[src/rtl/lse_pkg.sv]
// Shared types and constants for the five-point Laplacian entry generator.
// No dependencies; every other file of the block imports this package.
package lse_pkg;

    localparam int CELL_W    = 8;
    localparam int DIM_W     = 9;
    localparam int IDX_W     = 16;
    localparam int VAL_W     = 36;
    localparam int COEF_W    = 32;
    localparam int KIND_W    = 2;
    localparam int STAT_W    = 2;
    localparam int NENT      = 5;
    localparam int CNT_W     = 3;
    localparam int CFG_IDX_W = 3;

    localparam logic [DIM_W-1:0] MAX_WIDTH  = 9'd256;
    localparam logic [DIM_W-1:0] MAX_HEIGHT = 9'd256;

    // boundary kinds
    localparam logic [KIND_W-1:0] KIND_DIRICHLET = 2'd0;
    localparam logic [KIND_W-1:0] KIND_NEUMANN   = 2'd1;
    localparam logic [KIND_W-1:0] KIND_PERIODIC  = 2'd2;

    // result status codes
    localparam logic [STAT_W-1:0] ST_OK    = 2'd0;
    localparam logic [STAT_W-1:0] ST_MIX   = 2'd1;
    localparam logic [STAT_W-1:0] ST_RANGE = 2'd2;

    // configuration register indexes
    localparam logic [CFG_IDX_W-1:0] CFG_WIDTH  = 3'd0;
    localparam logic [CFG_IDX_W-1:0] CFG_HEIGHT = 3'd1;
    localparam logic [CFG_IDX_W-1:0] CFG_COEF_X = 3'd2;
    localparam logic [CFG_IDX_W-1:0] CFG_COEF_Y = 3'd3;
    localparam logic [CFG_IDX_W-1:0] CFG_LEFT   = 3'd4;
    localparam logic [CFG_IDX_W-1:0] CFG_RIGHT  = 3'd5;
    localparam logic [CFG_IDX_W-1:0] CFG_BOTTOM = 3'd6;
    localparam logic [CFG_IDX_W-1:0] CFG_TOP    = 3'd7;

    typedef struct packed {
        logic [DIM_W-1:0]  width;
        logic [DIM_W-1:0]  height;
        logic [COEF_W-1:0] cx;
        logic [COEF_W-1:0] cy;
        logic [KIND_W-1:0] kind_l;
        logic [KIND_W-1:0] kind_r;
        logic [KIND_W-1:0] kind_b;
        logic [KIND_W-1:0] kind_t;
    } t_cfg;

    // edge flags of a cell: at_* touches that side, neu_* that side is Neumann
    typedef struct packed {
        logic at_l;
        logic at_r;
        logic at_b;
        logic at_t;
        logic neu_l;
        logic neu_r;
        logic neu_b;
        logic neu_t;
    } t_edges;

    typedef struct packed {
        logic [STAT_W-1:0] status;
        logic              periodic;
        logic [CELL_W-1:0] ix;
        logic [CELL_W-1:0] jy;
        logic [CELL_W-1:0] xl;
        logic [CELL_W-1:0] xr;
        logic [CELL_W-1:0] yb;
        logic [CELL_W-1:0] yt;
        logic [DIM_W-1:0]  nx;
        t_edges            edges;
        logic [COEF_W-1:0] cx;
        logic [COEF_W-1:0] cy;
    } t_s1;

    typedef struct packed {
        logic [STAT_W-1:0]       status;
        logic                    periodic;
        logic [CELL_W-1:0]       ix;
        logic [CELL_W-1:0]       xl;
        logic [CELL_W-1:0]       xr;
        logic [IDX_W-1:0]        rb;
        logic [IDX_W-1:0]        bb;
        logic [IDX_W-1:0]        tb;
        t_edges                  edges;
        logic signed [VAL_W-1:0] dx;
        logic signed [VAL_W-1:0] dy;
        logic signed [VAL_W-1:0] ncx;
        logic signed [VAL_W-1:0] ncy;
    } t_s2;

    typedef struct packed {
        logic [IDX_W-1:0]        col;
        logic signed [VAL_W-1:0] val;
    } t_ent;

    typedef struct packed {
        logic [STAT_W-1:0] status;
        logic [IDX_W-1:0]  row;
        logic [CNT_W-1:0]  cnt;
        t_ent [NENT-1:0]   ent;
    } t_item;

endpackage

[src/rtl/lse_decode.sv]
// First stage: clamps the grid size, checks boundary mix and cell range,
// and works out wrapped neighbour coordinates. Depends on lse_pkg.
module lse_decode (
    input  logic                      i_clk,
    input  logic                      i_rst_n,
    input  logic                      i_adv,
    input  logic                      i_v,
    input  logic [lse_pkg::CELL_W-1:0] i_ix,
    input  logic [lse_pkg::CELL_W-1:0] i_jy,
    input  lse_pkg::t_cfg             i_cfg,
    output logic                      o_v,
    output lse_pkg::t_s1              o_s1
);
    import lse_pkg::*;

    logic              r_v;
    t_s1               r_s1;
    t_s1               n_s1;
    logic [DIM_W-1:0]  nx;
    logic [DIM_W-1:0]  ny;
    logic [DIM_W-1:0]  ix_p1;
    logic [DIM_W-1:0]  jy_p1;
    logic [DIM_W-1:0]  nx_m1;
    logic [DIM_W-1:0]  ny_m1;
    logic              mixed;
    logic              periodic;
    logic              out_rng;

    always_comb begin
        nx = (i_cfg.width > MAX_WIDTH) ? MAX_WIDTH : i_cfg.width;
        ny = (i_cfg.height > MAX_HEIGHT) ? MAX_HEIGHT : i_cfg.height;
        ix_p1 = {1'b0, i_ix} + 9'd1;
        jy_p1 = {1'b0, i_jy} + 9'd1;
        nx_m1 = nx - 9'd1;
        ny_m1 = ny - 9'd1;
        mixed = (i_cfg.kind_l < KIND_PERIODIC) && (i_cfg.kind_r < KIND_PERIODIC) &&
                (i_cfg.kind_b < KIND_PERIODIC) && (i_cfg.kind_t < KIND_PERIODIC);
        periodic = (i_cfg.kind_l == KIND_PERIODIC) && (i_cfg.kind_r == KIND_PERIODIC) &&
                   (i_cfg.kind_b == KIND_PERIODIC) && (i_cfg.kind_t == KIND_PERIODIC);
        out_rng = ({1'b0, i_ix} >= nx) || ({1'b0, i_jy} >= ny);

        n_s1.status   = (!mixed && !periodic) ? ST_MIX : (out_rng ? ST_RANGE : ST_OK);
        n_s1.periodic = periodic;
        n_s1.ix       = i_ix;
        n_s1.jy       = i_jy;
        n_s1.nx       = nx;
        n_s1.edges.at_l  = (i_ix == '0);
        n_s1.edges.at_r  = (ix_p1 == nx);
        n_s1.edges.at_b  = (i_jy == '0);
        n_s1.edges.at_t  = (jy_p1 == ny);
        n_s1.edges.neu_l = (i_cfg.kind_l == KIND_NEUMANN);
        n_s1.edges.neu_r = (i_cfg.kind_r == KIND_NEUMANN);
        n_s1.edges.neu_b = (i_cfg.kind_b == KIND_NEUMANN);
        n_s1.edges.neu_t = (i_cfg.kind_t == KIND_NEUMANN);
        // wrap to the far side at an edge; mixed mode never reads a wrapped value
        n_s1.xl = n_s1.edges.at_l ? nx_m1[CELL_W-1:0] : i_ix - 8'd1;
        n_s1.xr = n_s1.edges.at_r ? '0 : ix_p1[CELL_W-1:0];
        n_s1.yb = n_s1.edges.at_b ? ny_m1[CELL_W-1:0] : i_jy - 8'd1;
        n_s1.yt = n_s1.edges.at_t ? '0 : jy_p1[CELL_W-1:0];
        n_s1.cx = i_cfg.cx;
        n_s1.cy = i_cfg.cy;
    end

    always_ff @(posedge i_clk) begin
        if (!i_rst_n) begin
            r_v <= 1'b0;
        end else if (i_adv) begin
            r_v <= i_v;
        end
        if (i_adv) begin
            r_s1 <= n_s1;
        end
    end

    assign o_v  = r_v;
    assign o_s1 = r_s1;

endmodule

[src/rtl/lse_index.sv]
// Second stage: row base products (row times width) for the cell row and
// the rows below and above, plus the x and y parts of the diagonal.
// Depends on lse_pkg.
module lse_index (
    input  logic         i_clk,
    input  logic         i_rst_n,
    input  logic         i_adv,
    input  logic         i_v,
    input  lse_pkg::t_s1 i_s1,
    output logic         o_v,
    output lse_pkg::t_s2 o_s2
);
    import lse_pkg::*;

    logic                        r_v;
    t_s2                         r_s2;
    t_s2                         n_s2;
    logic [CELL_W+DIM_W-1:0]     p_rb;
    logic [CELL_W+DIM_W-1:0]     p_bb;
    logic [CELL_W+DIM_W-1:0]     p_tb;
    logic signed [VAL_W-1:0]     cx_s;
    logic signed [VAL_W-1:0]     cy_s;
    logic signed [VAL_W-1:0]     adj_l;
    logic signed [VAL_W-1:0]     adj_r;
    logic signed [VAL_W-1:0]     adj_b;
    logic signed [VAL_W-1:0]     adj_t;

    always_comb begin
        p_rb = {{DIM_W{1'b0}}, i_s1.jy} * {{CELL_W{1'b0}}, i_s1.nx};
        p_bb = {{DIM_W{1'b0}}, i_s1.yb} * {{CELL_W{1'b0}}, i_s1.nx};
        p_tb = {{DIM_W{1'b0}}, i_s1.yt} * {{CELL_W{1'b0}}, i_s1.nx};
        cx_s = $signed({{(VAL_W-COEF_W){1'b0}}, i_s1.cx});
        cy_s = $signed({{(VAL_W-COEF_W){1'b0}}, i_s1.cy});

        // Dirichlet edge adds c, Neumann edge takes c away
        adj_l = '0;
        adj_r = '0;
        adj_b = '0;
        adj_t = '0;
        if (!i_s1.periodic) begin
            if (i_s1.edges.at_l) adj_l = i_s1.edges.neu_l ? -cx_s : cx_s;
            if (i_s1.edges.at_r) adj_r = i_s1.edges.neu_r ? -cx_s : cx_s;
            if (i_s1.edges.at_b) adj_b = i_s1.edges.neu_b ? -cy_s : cy_s;
            if (i_s1.edges.at_t) adj_t = i_s1.edges.neu_t ? -cy_s : cy_s;
        end

        n_s2.status   = i_s1.status;
        n_s2.periodic = i_s1.periodic;
        n_s2.ix       = i_s1.ix;
        n_s2.xl       = i_s1.xl;
        n_s2.xr       = i_s1.xr;
        n_s2.rb       = p_rb[IDX_W-1:0];
        n_s2.bb       = p_bb[IDX_W-1:0];
        n_s2.tb       = p_tb[IDX_W-1:0];
        n_s2.edges    = i_s1.edges;
        n_s2.dx       = (cx_s <<< 1) + adj_l + adj_r;
        n_s2.dy       = (cy_s <<< 1) + adj_b + adj_t;
        n_s2.ncx      = -cx_s;
        n_s2.ncy      = -cy_s;
    end

    always_ff @(posedge i_clk) begin
        if (!i_rst_n) begin
            r_v <= 1'b0;
        end else if (i_adv) begin
            r_v <= i_v;
        end
        if (i_adv) begin
            r_s2 <= n_s2;
        end
    end

    assign o_v  = r_v;
    assign o_s2 = r_s2;

endmodule

[src/rtl/lse_build.sv]
// Third stage: final indices, diagonal sum, and the ordered list of one to
// five entries for the cell. Depends on lse_pkg.
module lse_build (
    input  logic           i_clk,
    input  logic           i_rst_n,
    input  logic           i_adv,
    input  logic           i_v,
    input  lse_pkg::t_s2   i_s2,
    output logic           o_v,
    output lse_pkg::t_item o_item
);
    import lse_pkg::*;

    logic             r_v;
    t_item            r_item;
    t_item            n_item;
    logic [IDX_W-1:0] me;
    t_ent             ent_d;
    t_ent             ent_l;
    t_ent             ent_r;
    t_ent             ent_b;
    t_ent             ent_t;
    t_ent [NENT-1:0]  cand;
    logic [NENT-1:0]  keep;
    logic [CNT_W-1:0] pos;

    always_comb begin
        me        = i_s2.rb + {8'd0, i_s2.ix};
        ent_d.col = me;
        ent_d.val = i_s2.dx + i_s2.dy;
        ent_l.col = i_s2.rb + {8'd0, i_s2.xl};
        ent_l.val = i_s2.ncx;
        ent_r.col = i_s2.rb + {8'd0, i_s2.xr};
        ent_r.val = i_s2.ncx;
        ent_b.col = i_s2.bb + {8'd0, i_s2.ix};
        ent_b.val = i_s2.ncy;
        ent_t.col = i_s2.tb + {8'd0, i_s2.ix};
        ent_t.val = i_s2.ncy;

        if (i_s2.periodic) begin
            cand = {ent_t, ent_b, ent_r, ent_l, ent_d};
            keep = '1;
        end else begin
            cand = {ent_d, ent_t, ent_b, ent_r, ent_l};
            keep = {1'b1, !i_s2.edges.at_t, !i_s2.edges.at_b,
                    !i_s2.edges.at_r, !i_s2.edges.at_l};
        end

        // pack kept candidates to the front in order
        n_item.ent = '0;
        pos        = '0;
        for (int i = 0; i < NENT; i++) begin
            if (keep[i]) begin
                n_item.ent[pos] = cand[i];
                pos             = pos + 3'd1;
            end
        end
        n_item.cnt    = pos;
        n_item.row    = me;
        n_item.status = i_s2.status;

        if (i_s2.status != ST_OK) begin
            n_item.ent = '0;
            n_item.cnt = 3'd1;
            n_item.row = '0;
        end
    end

    always_ff @(posedge i_clk) begin
        if (!i_rst_n) begin
            r_v <= 1'b0;
        end else if (i_adv) begin
            r_v <= i_v;
        end
        if (i_adv) begin
            r_item <= n_item;
        end
    end

    assign o_v    = r_v;
    assign o_item = r_item;

endmodule

[src/rtl/lse_emit.sv]
// Output stage: holds one cell's entry list and sends one entry per cycle
// through registered result ports. Depends on lse_pkg.
module lse_emit (
    input  logic                       i_clk,
    input  logic                       i_rst_n,
    input  logic                       i_v,
    input  lse_pkg::t_item             i_item,
    output logic                       o_take,
    output logic                       o_valid,
    output logic [lse_pkg::IDX_W-1:0]  o_mat_row,
    output logic [lse_pkg::IDX_W-1:0]  o_mat_col,
    output logic signed [lse_pkg::VAL_W-1:0] o_entry_value,
    output logic                       o_last_entry,
    output logic [lse_pkg::STAT_W-1:0] o_status
);
    import lse_pkg::*;

    t_ent [NENT-1:0]         r_ent;
    logic [CNT_W-1:0]        r_left;
    logic [IDX_W-1:0]        r_row;
    logic [STAT_W-1:0]       r_stat;
    logic                    r_o_valid;
    logic [IDX_W-1:0]        r_o_row;
    logic [IDX_W-1:0]        r_o_col;
    logic signed [VAL_W-1:0] r_o_val;
    logic                    r_o_last;
    logic [STAT_W-1:0]       r_o_stat;
    logic                    take;
    logic                    load;

    // free when empty or once the entry going out now is the last one held
    assign take = (r_left <= 3'd1);
    assign load = take && i_v;

    always_ff @(posedge i_clk) begin
        if (!i_rst_n) begin
            r_left    <= '0;
            r_o_valid <= 1'b0;
        end else begin
            r_o_valid <= (r_left != '0);
            if (load) begin
                r_left <= i_item.cnt;
            end else if (r_left != '0) begin
                r_left <= r_left - 3'd1;
            end
        end

        if (r_left != '0) begin
            r_o_row  <= r_row;
            r_o_col  <= r_ent[0].col;
            r_o_val  <= r_ent[0].val;
            r_o_last <= (r_left == 3'd1);
            r_o_stat <= r_stat;
        end

        if (load) begin
            r_ent  <= i_item.ent;
            r_row  <= i_item.row;
            r_stat <= i_item.status;
        end else begin
            // advance the list by one entry
            for (int i = 0; i < NENT - 1; i++) begin
                r_ent[i] <= r_ent[i+1];
            end
            r_ent[NENT-1] <= '0;
        end
    end

    assign o_take        = take;
    assign o_valid       = r_o_valid;
    assign o_mat_row     = r_o_row;
    assign o_mat_col     = r_o_col;
    assign o_entry_value = r_o_val;
    assign o_last_entry  = r_o_last;
    assign o_status      = r_o_stat;

endmodule

[src/rtl/laplacian_stencil_entry_gen_unit.sv]
// Top level of the five-point Laplacian entry generator: configuration
// registers, three compute stages and the output stage. Depends on lse_pkg.
//
// A cell request is taken when i_start is high and o_busy is low; it passes
// three register stages (decode, row-base multiply, entry build) and reaches
// the output stage, which holds its entry list and puts each entry on the
// registered result ports. Each cell yields one to five entries (five for an
// interior or periodic cell, one for an error), sent one per cycle with
// o_valid high for exactly one cycle each and o_last_entry marking the last;
// the receiver cannot stall them. The single output port sets the rate: a
// cell holds the pipeline until its last entry is going out, and o_busy
// rises when all compute stages are full and the output stage cannot load.
// Configuration writes are always ready and must be made while idle.
module laplacian_stencil_entry_gen_unit (
    input  logic                          i_clk,
    input  logic                          i_rst_n,
    input  logic                          i_start,
    output logic                          o_busy,
    input  logic [lse_pkg::CELL_W-1:0]    i_cell_col,
    input  logic [lse_pkg::CELL_W-1:0]    i_cell_row,
    input  logic                          i_cfg_valid,
    output logic                          o_cfg_ready,
    input  logic [lse_pkg::CFG_IDX_W-1:0] i_cfg_index,
    input  logic [lse_pkg::COEF_W-1:0]    i_cfg_data,
    output logic                          o_valid,
    output logic [lse_pkg::IDX_W-1:0]     o_mat_row,
    output logic [lse_pkg::IDX_W-1:0]     o_mat_col,
    output logic signed [lse_pkg::VAL_W-1:0] o_entry_value,
    output logic                          o_last_entry,
    output logic [lse_pkg::STAT_W-1:0]    o_status
);
    import lse_pkg::*;

    t_cfg  r_cfg;
    logic  s1_v;
    logic  s2_v;
    logic  s3_v;
    t_s1   s1;
    t_s2   s2;
    t_item s3;
    logic  take;
    logic  adv1;
    logic  adv2;
    logic  adv3;

    always_ff @(posedge i_clk) begin
        if (!i_rst_n) begin
            r_cfg.width  <= 9'd1;
            r_cfg.height <= 9'd1;
            r_cfg.cx     <= '0;
            r_cfg.cy     <= '0;
            r_cfg.kind_l <= KIND_DIRICHLET;
            r_cfg.kind_r <= KIND_DIRICHLET;
            r_cfg.kind_b <= KIND_DIRICHLET;
            r_cfg.kind_t <= KIND_DIRICHLET;
        end else if (i_cfg_valid) begin
            unique case (i_cfg_index)
                CFG_WIDTH:  r_cfg.width  <= i_cfg_data[DIM_W-1:0];
                CFG_HEIGHT: r_cfg.height <= i_cfg_data[DIM_W-1:0];
                CFG_COEF_X: r_cfg.cx     <= i_cfg_data;
                CFG_COEF_Y: r_cfg.cy     <= i_cfg_data;
                CFG_LEFT:   r_cfg.kind_l <= i_cfg_data[KIND_W-1:0];
                CFG_RIGHT:  r_cfg.kind_r <= i_cfg_data[KIND_W-1:0];
                CFG_BOTTOM: r_cfg.kind_b <= i_cfg_data[KIND_W-1:0];
                CFG_TOP:    r_cfg.kind_t <= i_cfg_data[KIND_W-1:0];
                default: ;
            endcase
        end
    end

    // a stage moves when it is empty or the one after it moves
    assign adv3 = !s3_v || take;
    assign adv2 = !s2_v || adv3;
    assign adv1 = !s1_v || adv2;

    assign o_busy      = !adv1;
    assign o_cfg_ready = 1'b1;

    lse_decode u_decode (
        .i_clk   (i_clk),
        .i_rst_n (i_rst_n),
        .i_adv   (adv1),
        .i_v     (i_start),
        .i_ix    (i_cell_col),
        .i_jy    (i_cell_row),
        .i_cfg   (r_cfg),
        .o_v     (s1_v),
        .o_s1    (s1)
    );

    lse_index u_index (
        .i_clk   (i_clk),
        .i_rst_n (i_rst_n),
        .i_adv   (adv2),
        .i_v     (s1_v),
        .i_s1    (s1),
        .o_v     (s2_v),
        .o_s2    (s2)
    );

    lse_build u_build (
        .i_clk   (i_clk),
        .i_rst_n (i_rst_n),
        .i_adv   (adv3),
        .i_v     (s2_v),
        .i_s2    (s2),
        .o_v     (s3_v),
        .o_item  (s3)
    );

    lse_emit u_emit (
        .i_clk         (i_clk),
        .i_rst_n       (i_rst_n),
        .i_v           (s3_v),
        .i_item        (s3),
        .o_take        (take),
        .o_valid       (o_valid),
        .o_mat_row     (o_mat_row),
        .o_mat_col     (o_mat_col),
        .o_entry_value (o_entry_value),
        .o_last_entry  (o_last_entry),
        .o_status      (o_status)
    );

endmodule
[config.mk]
export PLATFORM = sky130hd
export DESIGN_NAME = laplacian_stencil_entry_gen_unit
export DESIGN_NICKNAME = d
export VERILOG_FILES = /design/src/rtl/lse_pkg.sv /design/src/rtl/lse_decode.sv /design/src/rtl/lse_index.sv /design/src/rtl/lse_build.sv /design/src/rtl/lse_emit.sv /design/src/rtl/laplacian_stencil_entry_gen_unit.sv
export SDC_FILE = /design/constraint.sdc
export NUM_CORES = 2
export LEC_CHECK = 0
export BUFFER_PORTS_ARGS = -buffer_cell sky130_fd_sc_hd__clkbuf_2
export CAP_MARGIN = 20
export CORE_ASPECT_RATIO = 2
export CORE_MARGIN = 2
export CORE_UTILIZATION = 42
export CTS_CLUSTER_DIAMETER = 100
export DETAILED_ROUTE_END_ITERATION = 6
export GPL_TIMING_DRIVEN = 0
export PLACE_DENSITY = 0.62
export SYNTH_ARGS = -nofsm -noshare
export SYNTH_HDL_FRONTEND = slang
export SYNTH_SLANG_ARGS = --single-unit
[constraint.sdc]
create_clock -name i_clk -period 15.3 [get_ports i_clk]
set_clock_uncertainty 0.2 [all_clocks]
set_input_delay 0.765 -clock i_clk [delete_from_list [all_inputs] [get_ports i_clk]]
set_output_delay 0.765 -clock i_clk [all_outputs]
set_load 0.05 [all_outputs]
# After elaboration in Yosys (flattened, before gate mapping)
# Index checks and enable logic that the tools add are counted.
[word_totals] input_bits=55 regBits=1082 elab_cells=223
[classes] eq_ne=18 muxes=44 n_addsub=23 reduce_logical=40 magnitude_cmp=17 n_mul=3
[ops] cell="260-bit 2-to-1 mux" n=5
[ops] cell="260-bit bitwise mux" n=4
[ops] cell="52-bit demux with 3-bit select" n=4
[ops] cell="36-bit 2-to-1 mux" n=12
[ops] cell="52-bit 2-to-1 mux" n=5
[ops] cell="208-bit 2-to-1 mux" n=1
[ops] cell="36-bit adder" n=3
[ops] cell="16-bit by 8-bit adder with 16-bit output" n=5
[ops] cell="34-bit by 36-bit adder with 36-bit output" n=2
[ops] cell="32-bit negation with 36-bit output" n=2
[ops] cell="8-bit by 9-bit multiplier with 16-bit output" n=3
[ops] cell="8-bit by 1-bit subtractor with 8-bit output, second input constant" n=4
[ops] cell="8-bit by 1-bit adder with 9-bit output, second input constant" n=2
[ops] cell="9-bit == test" n=2
[ops] cell="8-bit by 9-bit greater-or-equal comparator with 1-bit output" n=2
[ops] cell="9-bit > comparator, second input constant" n=2
[ops] cell="3-bit 2-to-1 mux" n=6
[ops] cell="9-bit 2-to-1 mux" n=2
[ops] cell="8-bit zero test" n=2
[ops] cell="8-bit 2-to-1 mux" n=2
[ops] cell="2-bit AND reduction" n=8
[ops] cell="3-bit == test, second input constant" n=4
[ops] cell="1-bit logical AND" n=12
[ops] cell="3-bit by 4-bit less-than comparator with 1-bit output, second input constant" n=3
[ops] cell="other kinds (20)" n=48

# Longest topological paths before layout
[logic_depth] depth_word=15 mapped_depth=23

# Hierarchy
# A second synthesis with hierarchy kept.
[hier_totals] hier_cells=6432 area_unflattened_um2=63881.3
[modules_own_cells] module="lse_index" cells_each=2245 n_inst=1 seq_area_each_um2=6836.6 area_each_um2=22043.6
[modules_own_cells] module="lse_build" cells_each=2308 n_inst=1 seq_area_each_um2=8458.1 area_each_um2=21256.6
[modules_own_cells] module="lse_emit" cells_each=1111 n_inst=1 seq_area_each_um2=7957.6 area_each_um2=11180.7
[modules_own_cells] module="lse_decode" cells_each=427 n_inst=1 seq_area_each_um2=3983.8 area_each_um2=6007.0
[modules_own_cells] module="laplacian_stencil_entry_gen_unit" cells_each=341 n_inst=1 seq_area_each_um2=1801.7 area_each_um2=3393.3

# Worst setup path after synthesis
# Ideal clock, no wire load.
[synth_timing] path_kind="register to register" startpoint="register u_emit.r_left[1]" endpoint="register u_build.r_item, in the netlist u_build.o_item[0] (enable)" arrival_ps=6437 synth_period_minus_slack_ps=7267 setup_slack_ps=8033 stages_incl_launch_ff=7 required_time_ps=14470 path_cell_list="dfxtp_1 inv_1 ha_1 a21oi_1 nor2_1 nor2b_1 inv_1"
[synth_via] elab_chain_len=2
[synth_lines] item="start: declaration" line="lse_emit.sv:19" source="logic [CNT_W-1:0] r_left;"
[synth_lines] item="start signal: assignment" line="lse_emit.sv:42" source="r_left <= i_item.cnt;"
[synth_lines] item="start signal: assignment" line="lse_emit.sv:44" source="r_left <= r_left - 3'd1;"
[synth_lines] item="3-bit by 1-bit <= comparator with 1-bit output" line="lse_emit.sv:32" source="assign take = (r_left <= 3'd1);"
[synth_lines] item="1-bit logical OR" line="laplacian_stencil_entry_gen_unit.sv:72" source="assign adv3 = !s3_v || take;"
[synth_lines] item="via adv3" line="laplacian_stencil_entry_gen_unit.sv:44" source="logic adv3;"
[synth_lines] item="end signal: assignment" line="lse_build.sv:76" source="r_item <= n_item;"
[synth_lines] item="end: declaration" line="lse_build.sv:15" source="t_item r_item;"
# The timed path passes the listed nets, and every way through them passes these cells.
# A chain may end at the register's enable or synchronous reset.

# Worst setup path after layout
[layout_timing] startpoint="register u_index.r_s2, in the netlist u_index.o_s2[151]" endpoint="register u_build.r_item, in the netlist u_build.o_item[35] (data pin)"
[layout_via] elab_chain_len=15 word_cells_on_any_way=38 cone_classes="add/sub: 3; order compare: 8; mux: 22; reduce/logical: 5"
[layout_lines] item="start: declaration" line="lse_index.sv:16" source="t_s2 r_s2;"
[layout_lines] item="start signal: assignment" line="lse_index.sv:69" source="r_s2 <= n_s2;"
[layout_lines] item="1-bit zero test *" line="lse_build.sv:46" source="!i_s2.edges.at_r, !i_s2.edges.at_l};"
[layout_lines] item="4-bit 2-to-1 mux *" line="lse_build.sv:40" source="if (i_s2.periodic) begin"
[layout_lines] item="1-bit 2-to-1 mux" line="lse_build.sv:53" source="if (keep[i]) begin"
[layout_lines] item="1-bit by 1-bit adder with 2-bit output, or another cell as far along" line="lse_build.sv:55" source="pos = pos + 3'd1;"
[layout_lines] item="3-bit 2-to-1 mux / 1-bit logical AND (equally long branches)" line="lse_build.sv:53, lse_build.sv:54"
[layout_lines] item="3-bit by 1-bit adder with 3-bit output, or another cell as far along" line="lse_build.sv:55"
[layout_lines] item="3-bit 2-to-1 mux, or another cell as far along" line="lse_build.sv:53"
[layout_lines] item="3-bit by 1-bit adder with 3-bit output, or another cell as far along" line="lse_build.sv:55"
[layout_lines] item="3-bit 2-to-1 mux, or another cell as far along" line="lse_build.sv:53"
[layout_lines] item="3-bit by 4-bit less-than comparator with 1-bit output (not written as such), or another cell as far along" line="lse_build.sv:54" source="n_item.ent[pos] = cand[i];"
[layout_lines] item="1-bit logical AND (not written as such), or another cell as far along" line="lse_build.sv:54"
[layout_lines] item="52-bit 2-to-1 mux (not written as such) / 260-bit bitwise mux (equally long branches)" line="lse_build.sv:54"
[layout_lines] item="52-bit demux with 3-bit select / 260-bit 2-to-1 mux (equally long branches)"
[layout_lines] item="260-bit bitwise mux" line="lse_build.sv:54"
[layout_lines] item="260-bit 2-to-1 mux *" line="lse_build.sv:53"
# Every way passes the cells marked *; elsewhere a longest branch is shown, timed or not.

==> results.yml <==
status:
  status: "finished with violations"
  violations: "design-rule violations"
power:
  pwr-share-seq_pct: 46.1
  pwr-share-comb_pct: 24.1
  irDropWorstVdd_mv: 0.0969
  pwr_density_cell_nw_per_um2: 120
  switching_power_mw: 2.83
  p_int_mw: 5.44
  clkPwrFrac_pct: 29.8
  switching_share_pct: 34.2
  p_leak_nw: 29.5
run:
  maxCapViolCount: 0
logic_synthesis:
  yosys_warnings: 0
  synthesis.nets: 6894
  synth.distinct_cells: 85
  ys_seq_area_share_pct: 46.5
  synth_seq_cells: 1082
  synth_cells: 6357
  synthArstFlopShare_pct: 0
  netlist_top_cells_area: "edfxtp_1 (35%), dfxtp_1 (12%), nand2_1 (7.7%), fa_1 (6.3%), ha_1 (5.8%)"
  synth_edf_count: 725
  syn_area_per_cell_um2: 9.78
  synth_common_cells: "nand2_1 (1268), edfxtp_1 (725), nor2_1 (504)"
  synth_area_um2: 62100
  synth_top_area_share_pct: 35.0
  synthFlopType: "edfxtp_1"
  yosysMostFrequentCell: "nand2_1"
  yosys.area.top_type: "edfxtp_1"
timing:
  fin_tns_setup_ps: 0
  period_share_pct: 54.4
  min_period_ps: 8320
  slew_violations: 0
  fin_ws_ps: 6980
  fmax_ghz: 0.120
  finalSetupViolations: 0
  hold_violations: 0
  relSlewSlack_pct: 14.2
  worstMarginPinSlew_ps: 1290
  rsz0062_at_grt: "false"
global_routing:
  grt_pass1_wl_um: 322000
  antenna_found_initial: 3
  track_usage_pct: 29.2
  gr-total-overflow: 0
  grt_pass1_vias: 48700
  grt_max_degree: 123
placed_design:
  hpwl_um: 183000
  post-place-ws_ps: 7360
  io_buffer_count: 122
  gp_congestion: 1.01
route:
  wl_met1_um: 74600
  dr.pass1.iters: 7
  drt_wl_total_um: 223000
  vias: 48000
  dr_wl_met3_um: 9400
  drt_iter0_drc: 3463
  detail-route-antenna-nets: 0
  viasPerCell: 5.57
  wl_per_cell_um: 25.9
  wl_met2_um: 116000
  drc: 35
  top_layer_used: "met5"
cts:
  htreeDepth: 3
  cts_made_buffers: 97
  clk_pin_slew_ps: 60
  clockRootBuffer: "clkbuf_16"
  post_cts_resized: 0
  worstSkewPairLatency_ps: 750
  cts_tree: "built"
  post_cts_buffers: 0
  clock_tree.buffer_depth: 3
  cts.sinks: 1082
  hold_buffers: 0
worst_setup_path:
  cp-end-kind: "flop"
  worst_ep_required_time_ps: 15540
  worst_path_max_delay_cell: "clkbuf_1"
  cp_max_fo: 10
  r2r_setup_slack_ps: 6980
  worstPathArrival_ps: 8570
  worstSetupPathType: "reg -> reg"
  slowest_delay_ps: 790
  start_kind: "flop"
  worstPathCellList: "clkbuf_1 > nand2_1 > inv_1 > ha_1 > clkbuf_1 > and2_1 > clkbuf_1 > clkbuf_1 > clkbuf_1 > buf_16 > nor2_1 > ha_1 > a21oi_1 > nand2_1 > nor2_1 > clkbuf_1 > clkbuf_1 > o211ai_1 > a21oi_1"
  crit_top_cell: "clkbuf_1"
floorplanning:
  start_util_pct: 42.3
  dieArea_um2: 151000
  rows: 199
  fp.dieW_um: 276
  io_pins: 129
  die_h_um: 548
  core_um2: 147000
cells_and_area:
  area_growth_pct: 11.1
  drive_gt1_share_pct: 5.50
  nets: 7157
worst_hold_path:
  hp-class: "in -> reg"
[critical path, delay by kind of cell (launching register included)]
kind            cells  cell delay, ps
compound gates      3            1070
fa+ha+maj           2             480
buf+inv             9            4750
flops               1             330
simple gates        5            1190
[power by group through the flow]
stage                     Clock [mW]  Sequential (mW)  Combinational, mW
after floorplan                    0             4.11              0.963
after global placement             0             3.90               1.92
after detailed placement           0             3.87               1.96
after CTS                       2.51             3.81               1.97
after global routing            2.61             3.85               2.12
final                           2.46             3.81               1.99
[final timing paths]
kind,start,cells after the start,end
max,u_index.o_s2[151],19,u_build.o_item[35]
min,i_cfg_data[20],3,r_cfg[28]
max reg2reg,u_index.o_s2[151],19,u_build.o_item[35]
min reg2reg,u_emit.r_ent[3],0,u_emit.o_entry_value[3]
[cells by family after synthesis]
group	Yosys count	share of synthesized area [%]
simple gates	2471	17.4
compound gates	1168	12.8
flops	1082	46.5
buf+inv	659	4.01
fa+ha+maj	482	12.1
xor+xnor	427	6.03
mux	67	1.09
other cells	1	0.00603
[registers in the layout (all words and copies together) (netlist names), 36 cells and up]
name and flops:
u_emit.o_entry_value 36, u_emit.r_ent 260, u_decode.o_s1 132, u_index.o_s2 223, r_cfg 90, u_build.o_item 281
[cells in the final DEF (no fill, tap or decap), types with 63 or more instances in the layout]
master	Yosys	final
a21boi_0	91	91
a21o_1	94	94
a21oi_1	236	236
a221oi_1	154	154
a22oi_1	63	63
and2_1	133	133
and3_1	93	93
clkbuf_1	347	365
clkbuf_16	0	102
clkbuf_2	1	124
dfxtp_1	357	357
edfxtp_1	725	725
fa_1	196	196
ha_1	286	286
inv_1	282	281
nand2_1	1268	1267
nand3_1	74	73
nor2_1	504	503
nor3_1	156	153
o21ai_0	209	208
xnor2_1	222	222
xor2_1	204	204
[layout make-up]
type                            instances  area [um^2]
Tap cell                             1909         2390
Multi-Input combinational cell       4616        30800
Fill cell                           13900        77800
Buffer                                374         1430
Clock buffer                          130         2750
Clock inverter                         53          439
Inverter                              285         1080
Timing Repair Buffer                  164         1290
Sequential cell                      1082        28900
Antenna cell                            3         7.51
[stage by stage]
stage          utilization [%]  hold WS [ps]  area [um^2]  instances  total power, mW
2_1_floorplan                -           186        62100       6357             5.07
6_report                  47.0          70.3        69100       8616             8.27
3_3_place_gp              44.3           186        65100       8388             5.83
4_1_cts                   46.9          43.7        68900       8603             8.29
3_5_place_dp              44.8           189        65700       8420             5.83
5_1_grt                   47.0          63.8        69100       8614             8.58
[layer usage]
metal	vias up	global-route usage (%)
li1	22700	-
met5	-	0
met1	23100	28.7
met2	1626	54.4
met4	2	24.6
met3	677	3.60
Note: power is estimated with default switching activity, not from simulation.
